**config.mk**
```make
export PLATFORM = sky130hd
export DESIGN_NAME = hazard_warning_fusion_debounce_top_flat
export DESIGN_NICKNAME = d
export VERILOG_FILES = /design/src/rtl/hwfd_pkg.sv /design/src/rtl/hwfd_item_if.sv /design/src/rtl/hwfd_cfg.sv /design/src/rtl/hwfd_front.sv /design/src/rtl/hwfd_queue.sv /design/src/rtl/hwfd_back.sv /design/src/rtl/hazard_warning_fusion_debounce_top.sv /design/src/flat_wrapper.sv
export VERILOG_INCLUDE_DIRS = /design/src /design/src/rtl
export SDC_FILE = /design/constraint.sdc
export NUM_CORES = 1
export LEC_CHECK = 0
export BUFFER_PORTS_ARGS = -buffer_cell sky130_fd_sc_hd__buf_2
export CAP_MARGIN = 10
export CORE_MARGIN = 3
export CORE_UTILIZATION = 55
export DETAILED_ROUTE_END_ITERATION = 12
export PLACE_DENSITY = 0.75
export SLEW_MARGIN = 0
export SYNTH_ARGS = -nofsm -noshare
export SYNTH_HDL_FRONTEND = slang
export SYNTH_SLANG_ARGS = --single-unit
```
**constraint.sdc**
```tcl
create_clock -name clk -period 16.8 [get_ports clk]
set_input_delay 3.36 -clock clk [delete_from_list [all_inputs] [get_ports clk]]
set_output_delay 3.36 -clock clk [all_outputs]
set_load 0.01 [all_outputs]
```
**src/rtl/hazard_warning_fusion_debounce_top_macros.svh**
```systemverilog
// Assertion macros shared by the hazard warning fusion modules.
`ifndef HAZARD_WARNING_FUSION_DEBOUNCE_TOP_MACROS_SVH
`define HAZARD_WARNING_FUSION_DEBOUNCE_TOP_MACROS_SVH

// Same-cycle implication, checked outside reset.
`define HWFD_ASSERT_NOW(label, ante, cons, msg) \
	label: assert property (@(posedge clk) disable iff (!arst_n) (ante) |-> (cons)) \
		else $error(msg);

// Next-cycle implication, checked outside reset.
`define HWFD_ASSERT_NEXT(label, ante, cons, msg) \
	label: assert property (@(posedge clk) disable iff (!arst_n) (ante) |=> (cons)) \
		else $error(msg);

`endif

```
**src/rtl/hwfd_pkg.sv**
```systemverilog
// Types, codes and constants of the hazard warning fusion block.
`timescale 1ns / 1ps
package hwfd_pkg;

	localparam int DIST_BITS  = 16;
	localparam int CMP_W      = (DIST_BITS > 16) ? DIST_BITS : 16;
	localparam int Q_DEPTH    = 4;
	localparam int Q_PTR_W    = $clog2(Q_DEPTH);
	localparam int Q_CNT_W    = $clog2(Q_DEPTH + 1);
	localparam int ADDR_W     = 5;
	localparam int DATA_W     = 32;
	localparam logic [7:0] STABLE_MAX = 8'd255;

	localparam logic signed [15:0] APPROACH_DANGER  = -16'sd200;
	localparam logic signed [15:0] APPROACH_WARNING = -16'sd150;

	localparam logic [1:0] FUNC_FRONT = 2'd0;
	localparam logic [1:0] FUNC_REAR  = 2'd1;
	localparam logic [1:0] FUNC_FRAME = 2'd2;
	localparam logic [1:0] FUNC_SPARE = 2'd3;

	localparam logic [1:0] PLACE_CENTER = 2'd0;
	localparam logic [1:0] PLACE_LEFT   = 2'd1;
	localparam logic [1:0] PLACE_RIGHT  = 2'd2;
	localparam logic [1:0] PLACE_LOST   = 2'd3;

	localparam logic [1:0] COLOR_OTHER  = 2'd0;
	localparam logic [1:0] COLOR_RED    = 2'd1;
	localparam logic [1:0] COLOR_YELLOW = 2'd2;
	localparam logic [1:0] COLOR_GREEN  = 2'd3;

	localparam logic DIR_FRONT = 1'b0;
	localparam logic DIR_REAR  = 1'b1;

	typedef enum logic [2:0] {
		REG_DANGER     = 3'd0,
		REG_WARNING    = 3'd1,
		REG_ATTENTION  = 3'd2,
		REG_REAR_CLOSE = 3'd3,
		REG_LANE_WARN  = 3'd4,
		REG_LANE_ATT   = 3'd5,
		REG_DEBOUNCE   = 3'd6
	} reg_idx_t;

	typedef enum logic [1:0] {
		LVL_SAFE      = 2'd0,
		LVL_ATTENTION = 2'd1,
		LVL_WARNING   = 2'd2,
		LVL_DANGER    = 2'd3
	} level_t;

	typedef enum logic [2:0] {
		SRC_FRONT = 3'd0,
		SRC_REAR  = 3'd1,
		SRC_LANE  = 3'd2,
		SRC_LIGHT = 3'd3,
		SRC_CROSS = 3'd4
	} src_t;

	typedef struct packed {
		level_t level;
		src_t   source;
		logic   dir;
	} choice_t;

	typedef struct packed {
		logic [15:0] danger;
		logic [15:0] warning;
		logic [15:0] attention;
		logic [15:0] rear_close;
		logic [10:0] lane_warn;
		logic [10:0] lane_att;
		logic [7:0]  debounce;
	} cfg_t;

	typedef struct packed {
		logic [1:0]         func;
		logic [15:0]        target_distance;
		logic signed [15:0] target_speed;
		logic               lane_found;
		logic [1:0]         lane_place;
		logic signed [11:0] lane_offset;
		logic               light_found;
		logic [1:0]         light_color;
		logic               crossing_found;
	} item_t;

	typedef struct packed {
		logic [1:0] warn_level;
		logic [2:0] warn_source;
		logic       warn_direction;
		logic       warn_active;
	} result_t;

	localparam choice_t CHOICE_RESET = '{level: LVL_SAFE, source: SRC_FRONT, dir: DIR_FRONT};

endpackage

```
**src/rtl/hwfd_item_if.sv**
```systemverilog
// Valid/ready channel interfaces for input items and results.
`timescale 1ns / 1ps
interface hwfd_item_if;
	logic            valid;
	logic            ready;
	hwfd_pkg::item_t payload;

	modport source (output valid, output payload, input ready);
	modport sink (input valid, input payload, output ready);
endinterface

interface hwfd_result_if;
	logic              valid;
	logic              ready;
	hwfd_pkg::result_t payload;

	modport source (output valid, output payload, input ready);
	modport sink (input valid, input payload, output ready);
endinterface

```
**src/rtl/hwfd_cfg.sv**
```systemverilog
// APB register file holding the fusion thresholds and debounce count.
`timescale 1ns / 1ps
module hwfd_cfg (
	input  logic                         clk,
	input  logic                         arst_n,
	input  logic                         psel,
	input  logic                         penable,
	input  logic                         pwrite,
	input  logic [hwfd_pkg::ADDR_W-1:0]  paddr,
	input  logic [hwfd_pkg::DATA_W-1:0]  pwdata,
	output logic [hwfd_pkg::DATA_W-1:0]  prdata,
	output logic                         pready,
	output hwfd_pkg::cfg_t               cfg
);
	import hwfd_pkg::*;

	cfg_t     cfg_q;
	reg_idx_t idx;
	logic     wr_en;

	assign idx    = reg_idx_t'(paddr[ADDR_W-1:2]);
	assign wr_en  = psel && penable && pwrite;
	assign pready = 1'b1;
	assign cfg    = cfg_q;

	always_ff @(posedge clk or negedge arst_n) begin
		if (!arst_n) begin
			cfg_q.danger     <= 16'd50;
			cfg_q.warning    <= 16'd100;
			cfg_q.attention  <= 16'd200;
			cfg_q.rear_close <= 16'd500;
			cfg_q.lane_warn  <= 11'd717;
			cfg_q.lane_att   <= 11'd410;
			cfg_q.debounce   <= 8'd3;
		end else if (wr_en) begin
			unique case (idx)
				REG_DANGER:     cfg_q.danger     <= pwdata[15:0];
				REG_WARNING:    cfg_q.warning    <= pwdata[15:0];
				REG_ATTENTION:  cfg_q.attention  <= pwdata[15:0];
				REG_REAR_CLOSE: cfg_q.rear_close <= pwdata[15:0];
				REG_LANE_WARN:  cfg_q.lane_warn  <= pwdata[10:0];
				REG_LANE_ATT:   cfg_q.lane_att   <= pwdata[10:0];
				REG_DEBOUNCE:   cfg_q.debounce   <= pwdata[7:0];
				default: ;
			endcase
		end
	end

	always_comb begin
		unique case (idx)
			REG_DANGER:     prdata = DATA_W'(cfg_q.danger);
			REG_WARNING:    prdata = DATA_W'(cfg_q.warning);
			REG_ATTENTION:  prdata = DATA_W'(cfg_q.attention);
			REG_REAR_CLOSE: prdata = DATA_W'(cfg_q.rear_close);
			REG_LANE_WARN:  prdata = DATA_W'(cfg_q.lane_warn);
			REG_LANE_ATT:   prdata = DATA_W'(cfg_q.lane_att);
			REG_DEBOUNCE:   prdata = DATA_W'(cfg_q.debounce);
			default:        prdata = '0;
		endcase
	end

endmodule

```
**src/rtl/hwfd_front.sv**
```systemverilog
// Front end: accepts items, tracks radar state per frame and grades sources at frame end.
`timescale 1ns / 1ps
module hwfd_front (
	input  logic               clk,
	input  logic               arst_n,
	input  hwfd_pkg::cfg_t     cfg,
	hwfd_item_if.sink          item,
	output logic               push,
	output hwfd_pkg::choice_t  push_data,
	input  logic               push_ready
);
	import hwfd_pkg::*;

	logic [DIST_BITS-1:0] front_near_q;
	logic                 front_any_q;
	logic [DIST_BITS-1:0] rear_near_q;
	logic signed [15:0]   rear_fast_q;
	logic                 rear_any_q;

	logic                 accept;
	logic [DIST_BITS-1:0] tgt_dist;
	level_t               g_front, g_rear, g_lane, g_light, g_cross;
	level_t               grades [5];
	logic [11:0]          lane_mag;
	logic                 rear_close;
	level_t               best_lvl;
	src_t                 best_src;

	assign item.ready = push_ready;
	assign accept     = item.valid && item.ready;
	assign tgt_dist   = DIST_BITS'(item.payload.target_distance);
	assign push       = accept && (item.payload.func == FUNC_FRAME);

	always_ff @(posedge clk or negedge arst_n) begin
		if (!arst_n) begin
			front_near_q <= '1;
			front_any_q  <= 1'b0;
			rear_near_q  <= '1;
			rear_fast_q  <= '0;
			rear_any_q   <= 1'b0;
		end else if (accept) begin
			unique case (item.payload.func)
				FUNC_FRONT: begin
					front_any_q <= 1'b1;
					if (tgt_dist < front_near_q) front_near_q <= tgt_dist;
				end
				FUNC_REAR: begin
					rear_any_q <= 1'b1;
					if (tgt_dist < rear_near_q) rear_near_q <= tgt_dist;
					if (item.payload.target_speed < rear_fast_q)
						rear_fast_q <= item.payload.target_speed;
				end
				FUNC_FRAME: begin
					// drop the frame's radar summary once graded
					front_near_q <= '1;
					front_any_q  <= 1'b0;
					rear_near_q  <= '1;
					rear_fast_q  <= '0;
					rear_any_q   <= 1'b0;
				end
				default: ;
			endcase
		end
	end

	always_comb begin
		if (!front_any_q)
			g_front = LVL_SAFE;
		else if (CMP_W'(front_near_q) <= CMP_W'(cfg.danger))
			g_front = LVL_DANGER;
		else if (CMP_W'(front_near_q) <= CMP_W'(cfg.warning))
			g_front = LVL_WARNING;
		else if (CMP_W'(front_near_q) <= CMP_W'(cfg.attention))
			g_front = LVL_ATTENTION;
		else
			g_front = LVL_SAFE;
	end

	assign rear_close = CMP_W'(rear_near_q) < CMP_W'(cfg.rear_close);

	always_comb begin
		if (!rear_any_q)
			g_rear = LVL_SAFE;
		else if (rear_fast_q <= APPROACH_DANGER && rear_close)
			g_rear = LVL_DANGER;
		else if (rear_fast_q <= APPROACH_WARNING && rear_close)
			g_rear = LVL_WARNING;
		else if (CMP_W'(rear_near_q) <= CMP_W'(cfg.attention))
			g_rear = LVL_ATTENTION;
		else
			g_rear = LVL_SAFE;
	end

	// most negative offset has magnitude 2048, which still fits 12 unsigned bits
	assign lane_mag = item.payload.lane_offset[11] ? 12'(-item.payload.lane_offset)
		: 12'(item.payload.lane_offset);

	always_comb begin
		g_lane = LVL_SAFE;
		if (!item.payload.lane_found) begin
			g_lane = LVL_WARNING;
		end else begin
			case (item.payload.lane_place) inside
				PLACE_LOST: g_lane = LVL_WARNING;
				PLACE_LEFT, PLACE_RIGHT: begin
					if (lane_mag > {1'b0, cfg.lane_warn})
						g_lane = LVL_WARNING;
					else if (lane_mag > {1'b0, cfg.lane_att})
						g_lane = LVL_ATTENTION;
				end
				default: g_lane = LVL_SAFE;
			endcase
		end
	end

	always_comb begin
		g_light = LVL_SAFE;
		if (item.payload.light_found) begin
			case (item.payload.light_color)
				COLOR_RED:    g_light = LVL_WARNING;
				COLOR_YELLOW: g_light = LVL_ATTENTION;
				default:      g_light = LVL_SAFE;
			endcase
		end
	end

	assign g_cross = item.payload.crossing_found ? LVL_ATTENTION : LVL_SAFE;

	assign grades[0] = g_front;
	assign grades[1] = g_rear;
	assign grades[2] = g_lane;
	assign grades[3] = g_light;
	assign grades[4] = g_cross;

	// strict compare keeps the earlier source on a tie
	always_comb begin
		best_lvl = LVL_SAFE;
		best_src = SRC_FRONT;
		for (int i = 0; i < 5; i++) begin
			if (grades[i] > best_lvl) begin
				best_lvl = grades[i];
				best_src = src_t'(3'(i));
			end
		end
	end

	assign push_data.level  = best_lvl;
	assign push_data.source = best_src;
	assign push_data.dir    = (best_src == SRC_REAR) ? DIR_REAR : DIR_FRONT;

endmodule

```
**src/rtl/hwfd_queue.sv**
```systemverilog
// Short register queue of graded frame choices between front and back.
`timescale 1ns / 1ps
module hwfd_queue (
	input  logic               clk,
	input  logic               arst_n,
	input  logic               push,
	input  hwfd_pkg::choice_t  push_data,
	output logic               push_ready,
	output logic               pop_valid,
	output hwfd_pkg::choice_t  pop_data,
	input  logic               pop
);
	import hwfd_pkg::*;
	`include "hazard_warning_fusion_debounce_top_macros.svh"

	choice_t              mem_q [Q_DEPTH];
	logic [Q_PTR_W-1:0]   wr_ptr_q;
	logic [Q_PTR_W-1:0]   rd_ptr_q;
	logic [Q_CNT_W-1:0]   count_q;
	logic                 do_push;
	logic                 do_pop;

	assign push_ready = (count_q != Q_CNT_W'(Q_DEPTH));
	assign pop_valid  = (count_q != '0);
	assign pop_data   = mem_q[rd_ptr_q];
	assign do_push    = push && push_ready;
	assign do_pop     = pop && pop_valid;

	always_ff @(posedge clk) begin
		if (do_push) mem_q[wr_ptr_q] <= push_data;
	end

	always_ff @(posedge clk or negedge arst_n) begin
		if (!arst_n) begin
			wr_ptr_q <= '0;
			rd_ptr_q <= '0;
			count_q  <= '0;
		end else begin
			if (do_push) wr_ptr_q <= (wr_ptr_q == Q_PTR_W'(Q_DEPTH - 1)) ? '0 : wr_ptr_q + 1'b1;
			if (do_pop) rd_ptr_q <= (rd_ptr_q == Q_PTR_W'(Q_DEPTH - 1)) ? '0 : rd_ptr_q + 1'b1;
			if (do_push && !do_pop) count_q <= count_q + 1'b1;
			else if (do_pop && !do_push) count_q <= count_q - 1'b1;
		end
	end

	`HWFD_ASSERT_NOW(a_count_bound, 1'b1, count_q <= Q_CNT_W'(Q_DEPTH), "queue count over depth")
	`HWFD_ASSERT_NEXT(a_count_up, do_push && !do_pop, count_q == $past(count_q) + 1'b1, "queue count did not advance on push")
	`HWFD_ASSERT_NOW(a_ptr_gap, 1'b1, (count_q == '0 || count_q == Q_CNT_W'(Q_DEPTH)) == (wr_ptr_q == rd_ptr_q), "queue pointers disagree with count")

endmodule

```
**src/rtl/hwfd_back.sv**
```systemverilog
// Back end: debounces the graded choice and registers the result beat.
`timescale 1ns / 1ps
module hwfd_back (
	input  logic               clk,
	input  logic               arst_n,
	input  hwfd_pkg::cfg_t     cfg,
	input  logic               pop_valid,
	input  hwfd_pkg::choice_t  pop_data,
	output logic               pop,
	hwfd_result_if.source      result
);
	import hwfd_pkg::*;
	`include "hazard_warning_fusion_debounce_top_macros.svh"

	choice_t    pend_q;
	choice_t    cur_q;
	logic [7:0] stable_q;
	logic       out_valid_q;
	result_t    out_q;

	logic       same;
	logic [7:0] stable_nx;
	choice_t    cur_nx;

	assign pop = pop_valid && (!out_valid_q || result.ready);

	always_comb begin
		same      = (pop_data == pend_q);
		stable_nx = '0;
		if (same) stable_nx = (stable_q == STABLE_MAX) ? stable_q : stable_q + 8'd1;
		cur_nx = (stable_nx >= cfg.debounce) ? pop_data : cur_q;
	end

	always_ff @(posedge clk or negedge arst_n) begin
		if (!arst_n) begin
			pend_q      <= CHOICE_RESET;
			cur_q       <= CHOICE_RESET;
			stable_q    <= '0;
			out_valid_q <= 1'b0;
		end else if (pop) begin
			pend_q      <= pop_data;
			cur_q       <= cur_nx;
			stable_q    <= stable_nx;
			out_valid_q <= 1'b1;
		end else if (result.ready) begin
			out_valid_q <= 1'b0;
		end
	end

	always_ff @(posedge clk) begin
		if (pop) begin
			out_q.warn_level     <= cur_nx.level;
			out_q.warn_source    <= cur_nx.source;
			out_q.warn_direction <= cur_nx.dir;
			out_q.warn_active    <= (cur_nx.level != LVL_SAFE);
		end
	end

	assign result.valid   = out_valid_q;
	assign result.payload = out_q;

	`HWFD_ASSERT_NOW(a_active_level, result.valid, result.payload.warn_active == (result.payload.warn_level != LVL_SAFE), "active flag disagrees with level")
	`HWFD_ASSERT_NEXT(a_cur_hold, !pop, $stable(cur_q) && $stable(pend_q), "choice moved without a frame")
	`HWFD_ASSERT_NEXT(a_stable_sat, pop && same && stable_q == STABLE_MAX, stable_q == STABLE_MAX, "stable counter wrapped")

endmodule

```
**src/rtl/hazard_warning_fusion_debounce_top.sv**
```systemverilog
// A frame-end beat is queued on accept; the back end pops it and registers its result beat.
// Throughput: one item per cycle; the front grades on its accept edge, the back debounces
// one queued frame per cycle unless the result is stalled; the input stalls only while the
// four-entry queue is full. Radar target beats and unused item kinds give no result beat.
// Reset (arst_n low, asynchronous) restores register defaults, clears radar state,
// sets pending and current choice to safe/front radar and empties queue and output.
`timescale 1ns / 1ps
module hazard_warning_fusion_debounce_top (
	input  logic                         clk,
	input  logic                         arst_n,
	hwfd_item_if.sink                    item,
	hwfd_result_if.source                result,
	input  logic                         psel,
	input  logic                         penable,
	input  logic                         pwrite,
	input  logic [hwfd_pkg::ADDR_W-1:0]  paddr,
	input  logic [hwfd_pkg::DATA_W-1:0]  pwdata,
	output logic [hwfd_pkg::DATA_W-1:0]  prdata,
	output logic                         pready
);
	import hwfd_pkg::*;

	cfg_t    cfg;
	logic    push;
	logic    push_ready;
	choice_t push_data;
	logic    pop_valid;
	logic    pop;
	choice_t pop_data;

	hwfd_cfg u_cfg (
		.clk     (clk),
		.arst_n  (arst_n),
		.psel    (psel),
		.penable (penable),
		.pwrite  (pwrite),
		.paddr   (paddr),
		.pwdata  (pwdata),
		.prdata  (prdata),
		.pready  (pready),
		.cfg     (cfg)
	);

	hwfd_front u_front (
		.clk        (clk),
		.arst_n     (arst_n),
		.cfg        (cfg),
		.item       (item),
		.push       (push),
		.push_data  (push_data),
		.push_ready (push_ready)
	);

	hwfd_queue u_queue (
		.clk        (clk),
		.arst_n     (arst_n),
		.push       (push),
		.push_data  (push_data),
		.push_ready (push_ready),
		.pop_valid  (pop_valid),
		.pop_data   (pop_data),
		.pop        (pop)
	);

	hwfd_back u_back (
		.clk       (clk),
		.arst_n    (arst_n),
		.cfg       (cfg),
		.pop_valid (pop_valid),
		.pop_data  (pop_data),
		.pop       (pop),
		.result    (result)
	);

endmodule

```
**src/flat_wrapper.sv**
```systemverilog
// flat-port wrapper written by rule: the top's interface ports become plain ports
module hazard_warning_fusion_debounce_top_flat import hwfd_pkg::*;
  (clk, arst_n, psel, penable, pwrite, paddr, pwdata, prdata, pready, item_valid, item_payload, item_ready, result_valid, result_payload, result_ready);
  hwfd_item_if item_i ();
  hwfd_result_if result_i ();
  input  logic clk;
  input  logic arst_n;
  input  logic psel;
  input  logic penable;
  input  logic pwrite;
  input  logic [hwfd_pkg::ADDR_W-1:0] paddr;
  input  logic [hwfd_pkg::DATA_W-1:0] pwdata;
  output logic [hwfd_pkg::DATA_W-1:0] prdata;
  output logic pready;
  input wire logic [$bits(item_i.valid)-1:0] item_valid;
  input wire logic [$bits(item_i.payload)-1:0] item_payload;
  output wire logic [$bits(item_i.ready)-1:0] item_ready;
  output wire logic [$bits(result_i.valid)-1:0] result_valid;
  output wire logic [$bits(result_i.payload)-1:0] result_payload;
  input wire logic [$bits(result_i.ready)-1:0] result_ready;
  assign item_i.valid = item_valid;
  assign item_i.payload = item_payload;
  assign item_ready = item_i.ready;
  assign result_valid = result_i.valid;
  assign result_payload = result_i.payload;
  assign result_i.ready = result_ready;
  hazard_warning_fusion_debounce_top u_core (.clk(clk), .arst_n(arst_n), .item(item_i), .result(result_i), .psel(psel), .penable(penable), .pwrite(pwrite), .paddr(paddr), .pwdata(pwdata), .prdata(prdata), .pready(pready));
endmodule
```
==> results.toml <==
[power]
leakagePower_nw = 7.11
peakVddDrop_mv = 0.0836
power_density_nw_per_um2 = 149
power_mw = 2.20

[setup_path]
r2r_slack_ps = 9370
crit_arrival_ps = 10080
r2r_end = "u_core.u_queue.mem_q[0][0]"
cp.buffers_inverters = 2
ff2ff_path_depth = 29
worstPathRequired_ps = 17040
max_stage_delay_ps = 770
startpoint_type = "input port"
critPathTopFamily = "simple AND/OR/NAND/NOR gates"
crit_path_frequent_cell = "ha_1"
r2r-start = "u_core.u_front.rear_near_q[9]"
worst-setup-path-type = "input port to flop"
critPathSlowestCell = "nor3b_1"
cp_max_fo = 9
worst_setup_path_end_kind = "flop"

[timing]
relSlewSlack_pct = 20.7
rsz0062_at_grt = "false"
finalHoldViolCount = 0
fin_skew_ps = 12.7
slew_viol_final = 0
fin_crit_ps = 9840
hold_ws_ps = 482
fin_tns_setup_ps = 0
setup_violations = 0
tightest_slew_ps = 1190
post-route-period-util_pct = 58.6
fmax_mhz = 102

[synthesis]
synthTopCellsByCount = "ha_1 (176), inv_1 (159), nand2_1 (158)"
postSynth.asyncResetShare_pct = 84.7
synth_area_um2 = 13300
yosysTopAreaCell = "dfrtp_1"
ys_seq_area_share_pct = 40.0
synth_most_common_cell = "ha_1"
ys_types = 64
synthFlopType = "dfrtp_1"
synth_seq_cells = 203
yosys_warnings = 0
synth_edf_count = 31
yosysTopAreaCellShare_pct = 21.1
avgSynthCellArea_um2 = 9.75
synthCells = 1361
synth_area_leaders = "dfrtp_1 (21%), ha_1 (17%), dfstp_2 (12%), edfxtp_1 (7.0%), inv_1 (4.5%)"

[layout]
register_area_um2 = 5310
drive_gt1_share_pct = 18.4
nFillCells = 1980
multi_input_area_um2 = 7120
antenna_cells = 0
nNetsFinal = 1722
areaGrowthSynthToFinish_pct = 11.3

[clocking]
cts_tree = "built"
clk_latency_ps = 510
hold_buffers = 0
h-tree-depth = 1
postCtsResizedCells = 0
clock_tree.root_cell = "clkbuf_16"
clock_path_buffers = 3
clk_pin_slew_ps = 60
cts_buffers = 23
postCtsSetupBuffers = 0
cts_sinks = 203

[detailed_routing]
drt-total-wl_um = 32300
drcViolationCount = 0
via_per_inst = 5.76
drt_iter0_markers = 656
dr.pass1.iters = 6
num_vias = 10300
wl_per_cell_um = 18.1
final_antenna_net_count = 0

[placement]
hpwl_um = 24300
place.gp.congestion = 0.925
port_buffers = 103

[global_route]
grt_pass1_vias = 10300
groute.usage.overall_pct = 25.1
grt_max_degree = 67
grt_overflow_total = 0
antenna_found_initial = 0
grt_pass1_wl_um = 53000

[floorplan]
io-pin-count = 139
rows = 56
die_h_um = 161
coreArea_um2 = 23600
dieWidth_um = 161
dieArea_um2 = 26000
start_util_pct = 56.2

[worst_hold_path]
hp-start = "u_core.u_back.result.valid"
worstHoldEndpoint = "u_core.u_back.result.valid"
holdPathStages = 2
hp-class = "flop to flop"

[flow_run]
maxCapViolations = 0

[outcome]
outcome = "complete, no violations"
==> per-stage QoR <==
step | util, % | worst slack (ps) | std cells | instance area, um^2
global placement | 59.3 | 6840 | 1740 | 14000
finish | 62.6 | 6960 | 1783 | 14800
global route | 62.6 | 6460 | 1783 | 14800
CTS | 62.4 | 7020 | 1781 | 14700
detailed placement | 59.3 | 6560 | 1740 | 14000
floorplan | - | 7800 | 1376 | 13300
==> worst reg2reg max path, delay by kind of cell (launching register included) <==
family	cells	cell delay [ps]
fa+ha+maj	5	1250
compound gates	13	3300
flops	1	570
buf+inv	3	140
simple gates	8	1900
==> cells in the final DEF (no fill, tap or decap), types with 18 or more instances in the layout <==
cell type and n:
a21o_1 27, a21oi_1 57, a22o_1 20, buf_2 102, clkbuf_16 23, dfrtp_1 112, dfstp_2 60, edfxtp_1 31
ha_1 176, inv_1 159, mux2_2 37, nand2_1 158, nand3_1 18, nand4_1 28, nor2_1 46, nor2b_1 19
o21ai_0 117, o32a_1 32
==> area by class of cell <==
| type | instances | share of cell area, % |
|---|---|---|
| Multi-Input combinational cell | 949 | 48.2 |
| Sequential cell | 203 | 35.9 |
| Clock buffer | 30 | 4.41 |
| Timing Repair Buffer | 111 | 4.10 |
| Inverter | 160 | 4.07 |
| Tap cell | 319 | 2.70 |
| Clock inverter | 11 | 0.559 |
==> state kept, by name, indices dropped and copies added (netlist names) <==
name,flops
u_core.u_cfg.cfg,94
u_core.u_queue.mem_q,24
u_core.u_front.front_near_q,16
u_core.u_front.rear_fast_q,16
u_core.u_front.rear_near_q,16
u_core.u_back.stable_q,8
u_core.u_back.result.payload,7
u_core.u_back.cur_q,6
u_core.u_back.pend_q,6
u_core.u_queue.count_q,3
u_core.u_queue.rd_ptr_q,2
u_core.u_queue.wr_ptr_q,2
u_core.u_back.result.valid,1
u_core.u_front.front_any_q,1
u_core.u_front.rear_any_q,1
==> where the power goes <==
group	switching, mW	internal [mW]	leakage, nW	total (mW)
clock network	0.202	0.288	0.363	0.490
registers	0.124	0.692	2.30	0.816
logic	0.504	0.386	4.45	0.891
total	0.830	1.37	7.11	2.20
==> per-layer routing <==
layer | up-vias | global-route usage [%] | wire, um
li1 | 5009 | - | -
met1 | 4934 | 33.3 | 14100
met2 | 247 | 43.2 | 15800
met3 | 75 | 2.67 | 1270
met4 | 0 | 8.41 | 1120
met5 | - | 0 | 0
==> worst max path at each step <==
stage | from | end | slack [ps] | cells past startpoint
global placement | item_payload[4] | u_core.u_queue.mem_q[0][0] | 6840 | 27
detailed placement | item_payload[4] | u_core.u_queue.mem_q[1][0] | 6560 | 27
floorplan | item_payload[4] | u_core.u_queue.mem_q[0][0] | 7800 | 25
finish | item_payload[4] | u_core.u_queue.mem_q[0][0] | 6960 | 27
CTS | item_payload[4] | u_core.u_queue.mem_q[1][0] | 7020 | 27
global route | item_payload[4] | u_core.u_queue.mem_q[0][0] | 6460 | 29
==> cell families after synthesis <==
| family | share of synthesized area (%) |
|---|---|
| simple gates | 11.8 |
| compound gates | 16.5 |
| buf+inv | 6.89 |
| flops | 40.0 |
| fa+ha+maj | 16.7 |
| mux | 6.57 |
| xor+xnor | 1.45 |
| other cells | 0.0566 |
No activity file was read; power rests on OpenSTA's default activity.
